File: src/rtl/control_sequence_text_display_top_assert.svh
// Assertion macros for the text display block.
// Used by control_sequence_text_display_top; no other dependencies.
`ifndef CONTROL_SEQUENCE_TEXT_DISPLAY_TOP_ASSERT_SVH
`define CONTROL_SEQUENCE_TEXT_DISPLAY_TOP_ASSERT_SVH
`ifndef SYNTH
`define CSD_ASSERT_IMP(label, clk, rst, ante, cons) \
   label: assert property (@(posedge clk) disable iff (rst) (ante) |-> (cons)) \
      else $error("assertion failed");
`define CSD_ASSERT_NXT(label, clk, rst, ante, cons) \
   label: assert property (@(posedge clk) disable iff (rst) (ante) |=> (cons)) \
      else $error("assertion failed");
`else
`define CSD_ASSERT_IMP(label, clk, rst, ante, cons)
`define CSD_ASSERT_NXT(label, clk, rst, ante, cons)
`endif
`endif

File: src/rtl/csd_pkg.sv
// Shared types and constants for the text display block.
// No dependencies; imported by csd_cell and the top level.
package csd_pkg;

   localparam int COORD_W = 4;

   localparam logic [1:0] REQ_FEED  = 2'd0;
   localparam logic [1:0] REQ_READ  = 2'd1;
   localparam logic [1:0] REQ_RESET = 2'd2;

   localparam logic [7:0] CH_SPACE   = 8'h20;
   localparam logic [7:0] CH_CARET   = 8'h5E;
   localparam logic [7:0] CH_ZERO    = 8'h30;
   localparam logic [7:0] CH_NEWLINE = 8'h0A;
   localparam logic [7:0] CH_B       = 8'h62;
   localparam logic [7:0] CH_C       = 8'h63;
   localparam logic [7:0] CH_D       = 8'h64;
   localparam logic [7:0] CH_E       = 8'h65;
   localparam logic [7:0] CH_H       = 8'h68;
   localparam logic [7:0] CH_I       = 8'h69;
   localparam logic [7:0] CH_L       = 8'h6C;
   localparam logic [7:0] CH_O       = 8'h6F;
   localparam logic [7:0] CH_R       = 8'h72;
   localparam logic [7:0] CH_U       = 8'h75;

   typedef struct packed {
      logic [1:0]         req_type;
      logic [7:0]         data_byte;
      logic [COORD_W-1:0] read_row;
      logic [COORD_W-1:0] read_col;
   } req_payload_type;

   typedef struct packed {
      logic [7:0]         cell_char;
      logic [COORD_W-1:0] cursor_row;
      logic [COORD_W-1:0] cursor_col;
      logic               insert_on;
   } rsp_payload_type;

   // per-cell update select for one row edit
   typedef struct packed {
      logic take_new;
      logic take_left;
      logic blank;
   } cell_ctrl_type;

endpackage

File: src/rtl/csd_cell.sv
// One character cell of the row edit chain.
// Depends on csd_pkg (cell_ctrl_type, CH_SPACE).
module csd_cell (
   input  logic                  clock,
   input  logic                  en,
   input  csd_pkg::cell_ctrl_type ctrl,
   input  logic [7:0]            own_char,
   input  logic [7:0]            left_char,
   input  logic [7:0]            new_char,
   output logic [7:0]            char_ff
);
   import csd_pkg::*;

   logic [7:0] char_in;

   always_comb begin
      if (ctrl.blank) begin
         char_in = CH_SPACE;
      end else if (ctrl.take_new) begin
         char_in = new_char;
      end else if (ctrl.take_left) begin
         char_in = left_char;
      end else begin
         char_in = own_char;
      end
   end

   always_ff @(posedge clock) begin
      if (en) begin
         char_ff <= char_in;
      end
   end

endmodule

File: src/rtl/control_sequence_text_display_top.sv
// Text display controller: escape decoder, row memory and a chain of cells.
// Depends on csd_pkg, csd_cell and control_sequence_text_display_top_assert.svh.
// The response follows the row read at the transfer, the cell update and the
// write-back with response; req_ready returns only after write-back, which a held
// response stalls, so a new request is taken only once the last is through. Sync reset
// clears cursor, mode, escape state and row valid bits; unwritten rows read as spaces.
module control_sequence_text_display_top #(
   parameter int ROWS = 10,
   parameter int COLS = 10
) (
   input  logic                      clock,
   input  logic                      reset,
   input  logic                      req_valid,
   output logic                      req_ready,
   input  csd_pkg::req_payload_type  req_payload,
   output logic                      rsp_valid,
   input  logic                      rsp_ready,
   output csd_pkg::rsp_payload_type  rsp_payload
);
   import csd_pkg::*;

`include "control_sequence_text_display_top_assert.svh"

   localparam int RA_W  = $clog2(ROWS);
   localparam int CA_W  = $clog2(COLS);
   localparam int ROW_W = COLS * 8;

   // sequencer states
   localparam logic [1:0] ST_IDLE = 2'd0;
   localparam logic [1:0] ST_LOAD = 2'd1;
   localparam logic [1:0] ST_WB   = 2'd2;

   // escape phases
   localparam logic [1:0] ESC_IDLE  = 2'd0;
   localparam logic [1:0] ESC_CARET = 2'd1;
   localparam logic [1:0] ESC_ROW   = 2'd2;

   // row edit kinds
   localparam logic [1:0] OP_NONE  = 2'd0;
   localparam logic [1:0] OP_PUT   = 2'd1;
   localparam logic [1:0] OP_INS   = 2'd2;
   localparam logic [1:0] OP_ERASE = 2'd3;

   // ---------------- control state ----------------
   logic [1:0]         state_ff, state_in;
   logic [COORD_W-1:0] row_ff, row_in;
   logic [COORD_W-1:0] col_ff, col_in;
   logic               ins_ff, ins_in;
   logic [1:0]         esc_ff, esc_in;
   logic [COORD_W-1:0] pend_ff, pend_in;
   logic [ROWS-1:0]    vld_ff;
   logic               clr_all;

   // ---------------- per-item latched request ----------------
   logic [1:0]      op_kind_ff, op_kind_in;
   logic [CA_W-1:0] op_col_ff;
   logic [7:0]      op_char_ff, op_char_in;
   logic [RA_W-1:0] op_row_ff;
   logic            rd_ok_ff, rd_ok;
   logic [CA_W-1:0] rcol_ff;
   logic            row_vld_rd_ff;

   // ---------------- row memory ----------------
   logic [ROW_W-1:0] mem_ff [ROWS];
   logic [ROW_W-1:0] row_rd_ff;
   logic [ROW_W-1:0] row_wr;
   logic [RA_W-1:0]  rd_addr;
   logic             mem_we;

   // ---------------- response ----------------
   rsp_payload_type rsp_ff;
   logic            rsp_valid_ff, rsp_valid_in;
   logic            wb_go;
   logic            req_fire;

   logic [7:0] ch;
   logic [7:0] dig;
   logic       is_digit;
   logic       put_req;

   logic [7:0] row_src [COLS];
   logic [7:0] cell_q  [COLS];

   assign req_ready = (state_ff == ST_IDLE);
   assign req_fire  = req_valid && req_ready;
   assign ch        = req_payload.data_byte;
   assign dig       = ch - CH_ZERO;
   assign is_digit  = (ch >= CH_ZERO);

   // Read request only hits the row when in range; result is zero otherwise.
   assign rd_ok = (req_payload.req_type == REQ_READ) &&
                  (req_payload.read_row < COORD_W'(ROWS)) &&
                  (req_payload.read_col < COORD_W'(COLS));
   assign rd_addr = rd_ok ? req_payload.read_row[RA_W-1:0] : row_ff[RA_W-1:0];

   // Escape decoder and cursor update, resolved at the request transfer.
   always_comb begin
      row_in     = row_ff;
      col_in     = col_ff;
      ins_in     = ins_ff;
      esc_in     = esc_ff;
      pend_in    = pend_ff;
      clr_all    = 1'b0;
      put_req    = 1'b0;
      op_kind_in = OP_NONE;
      op_char_in = ch;
      unique case (req_payload.req_type)
         REQ_FEED: begin
            if (ch != CH_NEWLINE) begin
               case (esc_ff)
                  ESC_CARET: begin
                     esc_in = ESC_IDLE;
                     case (ch)
                        CH_B: col_in = '0;
                        CH_C: clr_all = 1'b1;
                        CH_D: if (row_ff < COORD_W'(ROWS - 1)) row_in = row_ff + COORD_W'(1);
                        CH_E: op_kind_in = OP_ERASE;
                        CH_H: begin
                           row_in = '0;
                           col_in = '0;
                        end
                        CH_I: ins_in = 1'b1;
                        CH_L: if (col_ff != '0) col_in = col_ff - COORD_W'(1);
                        CH_O: ins_in = 1'b0;
                        CH_R: if (col_ff < COORD_W'(COLS - 1)) col_in = col_ff + COORD_W'(1);
                        CH_U: if (row_ff != '0) row_in = row_ff - COORD_W'(1);
                        CH_CARET: put_req = 1'b1;
                        default: begin
                           if (is_digit && (dig < 8'(ROWS))) begin
                              pend_in = dig[COORD_W-1:0];
                              esc_in  = ESC_ROW;
                           end
                        end
                     endcase
                  end
                  ESC_ROW: begin
                     esc_in = ESC_IDLE;
                     if (is_digit && (dig < 8'(COLS))) begin
                        row_in = pend_ff;
                        col_in = dig[COORD_W-1:0];
                     end
                  end
                  default: begin
                     if (ch == CH_CARET) begin
                        esc_in = ESC_CARET;
                     end else begin
                        esc_in  = ESC_IDLE;
                        put_req = 1'b1;
                     end
                  end
               endcase
            end
            if (put_req) begin
               op_kind_in = ins_ff ? OP_INS : OP_PUT;
               if (col_ff < COORD_W'(COLS - 1)) col_in = col_ff + COORD_W'(1);
            end
         end
         REQ_RESET: begin
            row_in  = '0;
            col_in  = '0;
            ins_in  = 1'b0;
            esc_in  = ESC_IDLE;
            pend_in = '0;
            clr_all = 1'b1;
         end
         default: begin
         end
      endcase
   end

   // Sequencer: transfer -> load cells -> write back and respond.
   assign wb_go  = (state_ff == ST_WB) && (!rsp_valid_ff || rsp_ready);
   assign mem_we = wb_go && (op_kind_ff != OP_NONE);

   always_comb begin
      state_in = state_ff;
      unique case (state_ff)
         ST_IDLE: if (req_fire) state_in = ST_LOAD;
         ST_LOAD: state_in = ST_WB;
         ST_WB:   if (wb_go) state_in = ST_IDLE;
         default: state_in = ST_IDLE;
      endcase
   end

   always_comb begin
      rsp_valid_in = rsp_valid_ff;
      if (wb_go) begin
         rsp_valid_in = 1'b1;
      end else if (rsp_ready) begin
         rsp_valid_in = 1'b0;
      end
   end

   always_ff @(posedge clock) begin
      if (reset) begin
         state_ff     <= ST_IDLE;
         row_ff       <= '0;
         col_ff       <= '0;
         ins_ff       <= 1'b0;
         esc_ff       <= ESC_IDLE;
         pend_ff      <= '0;
         vld_ff       <= '0;
         rsp_valid_ff <= 1'b0;
      end else begin
         state_ff     <= state_in;
         rsp_valid_ff <= rsp_valid_in;
         if (req_fire) begin
            row_ff  <= row_in;
            col_ff  <= col_in;
            ins_ff  <= ins_in;
            esc_ff  <= esc_in;
            pend_ff <= pend_in;
            if (clr_all) vld_ff <= '0;
         end
         if (mem_we) vld_ff[op_row_ff] <= 1'b1;
      end
   end

   // Per-item latches; edit position is the cursor before this item.
   always_ff @(posedge clock) begin
      if (req_fire) begin
         op_kind_ff    <= op_kind_in;
         op_char_ff    <= op_char_in;
         op_col_ff     <= col_ff[CA_W-1:0];
         op_row_ff     <= row_ff[RA_W-1:0];
         rd_ok_ff      <= rd_ok;
         rcol_ff       <= req_payload.read_col[CA_W-1:0];
         row_vld_rd_ff <= vld_ff[rd_addr];
      end
   end

   // Row memory: one read at transfer, one write at write-back when the item edits the row.
   always_ff @(posedge clock) begin
      if (req_fire) begin
         row_rd_ff <= mem_ff[rd_addr];
      end
   end

   always_ff @(posedge clock) begin
      if (mem_we) begin
         mem_ff[op_row_ff] <= row_wr;
      end
   end

   // Cell chain: each cell sees its own old char and its left neighbor's.
   for (genvar k = 0; k < COLS; k++) begin : g_cell
      cell_ctrl_type ctrl;

      assign row_src[k] = row_vld_rd_ff ? row_rd_ff[k*8 +: 8] : CH_SPACE;
      assign ctrl.take_new  = ((op_kind_ff == OP_PUT) || (op_kind_ff == OP_INS)) &&
                              (op_col_ff == CA_W'(k));
      assign ctrl.take_left = (op_kind_ff == OP_INS) && (CA_W'(k) > op_col_ff);
      assign ctrl.blank     = (op_kind_ff == OP_ERASE) && (CA_W'(k) >= op_col_ff);

      csd_cell u_cell (
         .clock     (clock),
         .en        (state_ff == ST_LOAD),
         .ctrl      (ctrl),
         .own_char  (row_src[k]),
         .left_char ((k == 0) ? CH_SPACE : row_src[(k == 0) ? 0 : k - 1]),
         .new_char  (op_char_ff),
         .char_ff   (cell_q[k])
      );

      assign row_wr[k*8 +: 8] = cell_q[k];
   end

   // Response register, loaded at write-back.
   always_ff @(posedge clock) begin
      if (wb_go) begin
         rsp_ff.cell_char  <= rd_ok_ff ? cell_q[rcol_ff] : 8'h00;
         rsp_ff.cursor_row <= row_ff;
         rsp_ff.cursor_col <= col_ff;
         rsp_ff.insert_on  <= ins_ff;
      end
   end

   assign rsp_valid   = rsp_valid_ff;
   assign rsp_payload = rsp_ff;

   // ---------------- checks ----------------
   `CSD_ASSERT_IMP(a_row_range, clock, reset, 1'b1, row_ff < COORD_W'(ROWS))
   `CSD_ASSERT_IMP(a_col_range, clock, reset, 1'b1, col_ff < COORD_W'(COLS))
   `CSD_ASSERT_IMP(a_pend_range, clock, reset, esc_ff == ESC_ROW, pend_ff < COORD_W'(ROWS))
   `CSD_ASSERT_IMP(a_rsp_from_wb, clock, reset, $rose(rsp_valid_ff), $past(state_ff) == ST_WB)
   `CSD_ASSERT_NXT(a_clear_rows, clock, reset, req_fire && clr_all, vld_ff == '0)

endmodule

File: config.mk
export PLATFORM = sky130hd
export DESIGN_NAME = control_sequence_text_display_top
export DESIGN_NICKNAME = d
export VERILOG_FILES = /design/src/rtl/csd_pkg.sv /design/src/rtl/csd_cell.sv /design/src/rtl/control_sequence_text_display_top.sv
export VERILOG_INCLUDE_DIRS = /design/src /design/src/rtl
export SDC_FILE = /design/constraint.sdc
export NUM_CORES = 1
export LEC_CHECK = 0
export ABC_AREA = 1
export BUFFER_PORTS_ARGS = -buffer_cell sky130_fd_sc_hd__buf_2
export CAP_MARGIN = 40
export CORE_MARGIN = 2
export CORE_UTILIZATION = 42
export CTS_BUF_LIST = sky130_fd_sc_hd__clkbuf_8
export DETAILED_ROUTE_END_ITERATION = 6
export PLACE_DENSITY = 0.54
export SYNTH_ARGS = -nofsm -noshare
export SYNTH_HDL_FRONTEND = slang
export SYNTH_SLANG_ARGS = --single-unit
export TNS_END_PERCENT = 20
File: constraint.sdc
create_clock -name clock -period 12.4 [get_ports clock]
set_clock_uncertainty 0.15 [all_clocks]
set_input_delay 1.24 -clock clock [delete_from_list [all_inputs] [get_ports clock]]
set_output_delay 1.24 -clock clock [all_outputs]
set_load 0.03 [all_outputs]
==> impl_metrics.env, run 1 <==
export IMPL_status="completed"
export IMPL_viasPerCell=5.57
export IMPL_grt_max_degree=187
export IMPL_crit_end="row_rd_ff[70]"
export IMPL_finalHoldViolations=0
export IMPL_grt_pass1_vias=27500
export IMPL_worst_pin_slew_ps=960
export IMPL_globalRouteTotalUtil_pct=23.6
export IMPL_slew_headroom_pct=36.0
export IMPL_seq_area_frac_synth_pct=71.1
export IMPL_synth_area_sq_um=43100
export IMPL_fin_area_sq_um=48200
export IMPL_cts_tree="built"
export IMPL_rows=117
export IMPL_crit_buf_inv=4
export IMPL_nNetsFinal=3588
export IMPL_final_min_clock_period_ps=5230
export IMPL_path_class="primary input to flop"
export IMPL_numCtsBuffers=174
export IMPL_peakVddDrop_uv=90.0
export IMPL_yosys_warnings=0
export IMPL_power_mw=7.29
export IMPL_ys_ff_latch=1029
export IMPL_regArea_sq_um=30600
export IMPL_synth_area_per_cell_sq_um=12.4
export IMPL_clk_pin_slew_ps=60
export IMPL_gr_total_overflow=0
export IMPL_h_tree_depth=4
export IMPL_antenna_found_initial=2
export IMPL_drc_errors=0
export IMPL_die_h_um=324
export IMPL_fin_setup_tns_ps=0
export IMPL_post_dp_cell_area_sq_um=45000
export IMPL_cp_arrival_ps=5650
export IMPL_numPortBuffers=40
export IMPL_layout_drive_gt1_share_pct=12.5
export IMPL_ioPinCount=41
export IMPL_min_path_type="flop to flop"
export IMPL_synth_cell_type_count=44
export IMPL_startpoint="req_payload[2]"
export IMPL_die_area_sq_um=105000
export IMPL_slew_viol_final=0
export IMPL_place_ws_ps=6280
export IMPL_cts_hold_fix_buffers=0
export IMPL_powerDensity_nw_per_um2=151
export IMPL_cap_violations=0
export IMPL_critPathMaxStageDelay_ps=800
export IMPL_period_share_pct=42.1
export IMPL_cpMaxStageDelayCell="clkinv_8"
export IMPL_nFillCells=9136
export IMPL_final_util_pct=47.4
export IMPL_initial_core_util_pct=42.3
export IMPL_ctsLongestPathBuffers=3
export IMPL_regToRegSetupSlack_ps=8270
export IMPL_finalSetupViolCount=0
export IMPL_synth_fp_nets=3506
export IMPL_max_freq_mhz=191
export IMPL_cts_setup_buffers=0
export IMPL_path_max_fanout=186
export IMPL_reg2reg_to="row_rd_ff[79]"
export IMPL_ctsResizeCount=0
export IMPL_reg2reg_depth=10
export IMPL_area_growth_pct=11.8
export IMPL_r2r_start="row_ff[0]"
export IMPL_die_w_um=324
export IMPL_postSynthCellCount=3474
export IMPL_grt_pass1_wl_mm=182
export IMPL_drt_first_pass_iters=5
export IMPL_finalWorstSetupSlack_ps=7170
export IMPL_wl_per_cell_um=24.2
export IMPL_gp_congestion=0.926
export IMPL_cts_root_buffer="clkbuf_8"
export IMPL_crit_chain="buf_2, o21ai_1, nand3_4, o21ai_4, clkinv_8, buf_4, buf_4, o211ai_1, nand3_1, nand3_1, nand2_1"
export IMPL_clk_latency_ps=850
export IMPL_rsz0062_at_grt="false"
export IMPL_worst_endpoint_required_ps=12830
export IMPL_crit_cells=11
export IMPL_p_leak_nw=16.8
export IMPL_multi_input_area_sq_um=10500
export IMPL_final_antenna_net_count=0
export IMPL_dpl_hpwl_mm=68.1
export IMPL_crit_family="buffers and inverters"
export IMPL_totalWireLength_mm=122
export IMPL_cp_start_kind="primary input"
export IMPL_drt_iter0_drc=2896
export IMPL_clock_sinks=1029
export IMPL_coreArea_sq_um=102000
export IMPL_via_count=28200
export IMPL_crit_path_end_kind="flop"
==> layout make-up <==
type / instances / area share (%)
Sequential cell: 1029 / 63.5
Multi-Input combinational cell: 1940 / 21.8
Clock buffer: 175 / 5.00
Tap cell: 1368 / 3.55
Inverter: 305 / 2.44
Timing Repair Buffer: 106 / 2.07
Clock inverter: 130 / 1.53
Antenna cell: 3 / 0.0156
==> cell families (layout without fill, tap and decap cells) <==
family / count (synthesis) / count (layout) / share of synthesized area, %
compound gates: 832 / 832 / 12.2
xor+xnor: 3 / 3 / 0.0610
fa+ha+maj: 10 / 10 / 0.308
buf+inv: 505 / 716 / 4.70
flops: 1029 / 1029 / 71.1
mux: 14 / 14 / 0.325
other cells: 0 / 3 / 0
simple gates: 1081 / 1081 / 11.4
==> worst min path at each step <==
stage,slack (ps),cells past startpoint,endpoint,start
2_1_floorplan,270,0,op_col_ff[3],col_ff[3]
3_3_place_gp,300,2,vld_ff[9],vld_ff[9]
3_5_place_dp,310,2,pend_ff[0],pend_ff[0]
4_1_cts,320,2,vld_ff[9],vld_ff[9]
5_1_grt,340,2,pend_ff[3],pend_ff[3]
6_report,320,2,vld_ff[9],vld_ff[9]
==> power by group <==
group          total (mW)  internal (mW)  leakage, nW  switching [mW]
Sequential           3.98           3.89         9.34          0.0847
Combinational       0.494          0.144         5.65           0.350
Clock                2.82           1.42         1.78            1.39
Total                7.29           5.46         16.8            1.83
==> cell usage after synthesis, drive strengths merged <==
cell type / n / area share (%)
nand2: 440 / 3.8
a221oi: 7 / 0.14
nor2: 160 / 1.4
buf: 85 / 1.0
o211ai: 276 / 4.8
nand3: 295 / 3.5
a41oi: 1 / 0.020
o21ai: 341 / 4.0
mux2i: 14 / 0.33
a21oi: 74 / 0.86
o21a: 1 / 0.017
xnor2: 2 / 0.041
clkinv: 3 / 0.026
a311oi: 1 / 0.020
o21bai: 80 / 1.4
o31ai: 1 / 0.017
or2: 160 / 2.3
o32ai: 2 / 0.041
nor4: 2 / 0.029
inv: 302 / 2.6
o221ai: 19 / 0.39
nor3: 16 / 0.19
ha: 9 / 0.26
xor2: 1 / 0.020
edfxtp: 1001 / 70
fa: 1 / 0.046
dfxtp: 28 / 1.3
a31oi: 20 / 0.29
a211oi: 9 / 0.16
clkbuf: 115 / 1.0
nand4: 8 / 0.12
==> worst reg2reg max path, stage by stage (launching register included) <==
cell and delay, ps:
dfxtp_1 440, inv_1 140, nand2_2 110, o21ai_4 240, clkinv_8 630, buf_4 950, buf_4 820, o21ai_0 210
nand3_1 120, nand3_1 80, nand2_1 80
==> per-layer routing <==
| metal | vias to the layer above | global-route usage (%) | part of all wire (%) |
|---|---|---|---|
| met3 | 203 | 3.99 | 6.8 |
| met1 | 14200 | 32.7 | 44 |
| met4 | 2 | 7.39 | 2.3 |
| met5 | - | 0 | 0.011 |
| met2 | 983 | 38.0 | 47 |
| li1 | 12800 | - | - |
==> state kept, by name, summed over array words and instances (netlist names), 8 cells and up <==
signal and cells:
mem_ff 800, g_cell.u_cell.char_ff 80, row_rd_ff 80, rsp_payload 17, vld_ff 10, op_char_ff 8
==> cell usage in the layout, fill, tap and decap left out, types with 3 or more instances in the layout <==
| cell type | count |
|---|---|
| a21oi_1 | 74 |
| nor2_1 | 149 |
| mux2i_1 | 14 |
| nand2_1 | 438 |
| clkinv_2 | 12 |
| ha_1 | 9 |
| a221oi_1 | 7 |
| a31oi_1 | 20 |
| inv_4 | 5 |
| nor2_4 | 8 |
| or2_1 | 41 |
| a211oi_1 | 9 |
| o21ai_0 | 285 |
| clkbuf_8 | 175 |
| nor3_1 | 16 |
| diode_2 | 3 |
| o221ai_1 | 19 |
| clkinvlp_4 | 5 |
| inv_6 | 5 |
| buf_4 | 49 |
| buf_16 | 12 |
| o21ai_1 | 52 |
| edfxtp_1 | 1001 |
| o211ai_1 | 276 |
| or2_2 | 119 |
| clkinv_8 | 4 |
| nor2_2 | 3 |
| dfxtp_1 | 28 |
| inv_2 | 3 |
| inv_1 | 342 |
| buf_2 | 40 |
| nand4_1 | 8 |
| o21ai_4 | 4 |
| o21bai_1 | 80 |
| buf_12 | 5 |
| clkinv_1 | 51 |
| nand3_1 | 294 |
| bufinv_16 | 5 |
==> stage by stage <==
step / std cells / hold slack, ps
final: 5056 / 317
after CTS: 5053 / 316
after global routing: 5054 / 343
after detailed placement: 4748 / 307
after floorplan: 3474 / 274
after global placement: 4731 / 304
No activity file was read; power rests on OpenSTA's default activity.
==> run 2, diff against run 1 <==
- PLACE_DENSITY: 0.54 -> 0.56
- clock period: 12.4 -> 4.4 ns (I/O delays scaled with it)
==> impl_metrics.env, run 2 (synthesized netlist as in run 1, its figures left out) <==
export IMPL_rsz0062_at_grt="false"
export IMPL_dpl_hpwl_mm=64.2
export IMPL_drt_iter0_drc=2889
export IMPL_viasPerCell=5.55
export IMPL_path_class="primary input to flop"
export IMPL_finalSetupViolCount=0
export IMPL_max_freq_mhz=313
export IMPL_gp_congestion=0.916
export IMPL_worst_pin_slew_ps=839
export IMPL_rows=117
export IMPL_numCtsBuffers=169
export IMPL_post_dp_cell_area_sq_um=45000
export IMPL_powerDensity_nw_per_um2=422
export IMPL_worst_endpoint_required_ps=4830
export IMPL_antenna_found_initial=4
export IMPL_reg_top3="mem_ff x800, g_cell.u_cell.char_ff x80, row_rd_ff x80"
export IMPL_path_max_fanout=84
export IMPL_pwr_share_comb_pct=6.8
export IMPL_via_count=28100
export IMPL_finalHoldViolations=0
export IMPL_clock_sinks=1029
export IMPL_cap_violations=0
export IMPL_h_tree_depth=4
export IMPL_power_mw=20.3
export IMPL_gr_total_overflow=0
export IMPL_fin_area_sq_um=48200
export IMPL_final_common_cell="edfxtp_1"
export IMPL_power_frac_seq_pct=55.2
export IMPL_drt_first_pass_iters=5
export IMPL_grt_pass1_vias=27100
export IMPL_period_share_pct=72.7
export IMPL_final_min_clock_period_ps=3200
export IMPL_grt_max_degree=128
export IMPL_numPortBuffers=40
export IMPL_cp_start_kind="primary input"
export IMPL_p_int_mw=15.3
export IMPL_clk_pin_slew_ps=60
export IMPL_largest_register_ffs=800
export IMPL_totalWireLength_mm=119
export IMPL_status="completed"
export IMPL_peakVddDrop_uv=275
export IMPL_layout_common_cells="1001 x edfxtp_1, 438 x nand2_1, 344 x inv_1"
export IMPL_fin_setup_tns_ps=0
export IMPL_p_clk_share_pct=38.0
export IMPL_crit_path_end_kind="flop"
export IMPL_die_w_um=324
export IMPL_coreArea_sq_um=102000
export IMPL_regMostFlops="mem_ff"
export IMPL_slew_headroom_pct=43.7
export IMPL_die_h_um=324
export IMPL_swShare_pct=24.8
export IMPL_cts_setup_buffers=0
export IMPL_ctsResizeCount=0
export IMPL_nFillCells=9052
export IMPL_final_antenna_net_count=0
export IMPL_initial_core_util_pct=42.3
export IMPL_p_sw_mw=5.05
export IMPL_drc_errors=0
export IMPL_die_area_sq_um=105000
export IMPL_cts_hold_fix_buffers=18
export IMPL_clk_latency_ps=830
export IMPL_wl_per_cell_um=23.4
export IMPL_cts_tree="built"
export IMPL_p_leak_nw=16.8
export IMPL_ctsLongestPathBuffers=3
export IMPL_min_path_type="primary input to flop"
export IMPL_cp_arrival_ps=3630
export IMPL_globalRouteTotalUtil_pct=22.7
export IMPL_nNetsFinal=3592
export IMPL_cts_root_buffer="clkbuf_8"
export IMPL_layout_drive_gt1_share_pct=12.2
export IMPL_area_growth_pct=12.0
export IMPL_slew_viol_final=0
export IMPL_grt_pass1_wl_mm=175
export IMPL_ioPinCount=41
==> run 2: final timing paths <==
| kind | start | endpoint | slack, ps | depth (start not counted) |
|---|---|---|---|---|
| setup reg to reg | op_kind_ff[0] | g_cell[6].u_cell.char_ff[4] | 1370 | 12 |
| setup / recovery | req_payload[2] | row_rd_ff[9] | 1200 | 12 |
| hold reg to reg | vld_ff[9] | vld_ff[9] | 310 | 2 |
| hold / removal | req_payload[0] | rcol_ff[0] | 160 | 2 |
==> run 2: area by class of cell <==
class / count / area (sq um) / area share [%]
diodes: 1 / 2.50 / 0.00519
clock buffers: 173 / 2380 / 4.94
clock inverters: 125 / 666 / 1.38
inverters: 305 / 1170 / 2.44
multi-input cells: 1940 / 10500 / 21.9
flip-flops and latches: 1029 / 30600 / 63.5
well taps: 1368 / 1710 / 3.55
repair buffers: 115 / 1140 / 2.37
==> run 2: metrics by stage <==
step / util (%) / instances / hold WS (ps) / worst slack [ps]
3_3_place_gp: 44.2 / 4738 / 307 / 990
3_5_place_dp: 44.2 / 4739 / 306 / 974
4_1_cts: 47.4 / 5055 / 82.7 / 1340
5_1_grt: 47.4 / 5056 / 113 / 1070
2_1_floorplan: - / 3474 / 274 / 139
6_report: 47.4 / 5056 / 159 / 1200
==> run 2: routing by layer <==
| layer | share of wire [%] | routed length, um | track usage [%] | vias to the layer above |
|---|---|---|---|---|
| li1 | - | - | - | 12800 |
| met5 | 0.0059 | 7 | 0 | - |
| met3 | 7.3 | 8700 | 4.41 | 180 |
| met4 | 2.2 | 2620 | 7.00 | 2 |
| met2 | 47 | 55400 | 36.1 | 1036 |
| met1 | 44 | 51800 | 31.6 | 14000 |
==> run 2: worst max-delay path, stage by stage <==
cell	delay (ps)
dlygate4sd3_1	540
buf_2	130
o21ai_1	420
nand3_4	280
o21ai_4	370
buf_12	370
buf_4	530
nand2_1	100
o211ai_1	100
o211ai_1	110
nand3_1	120
nand2_1	50
==> run 2: power by group through the flow <==
stage / combinational, mW / clock, mW / sequential, mW
after global routing: 1.53 / 8.30 / 11.2
final: 1.38 / 7.73 / 11.2
after global placement: 1.34 / 0 / 11.4
after detailed placement: 1.36 / 0 / 11.4
after CTS: 1.37 / 7.88 / 11.2
after floorplan: 0.949 / 0 / 11.3
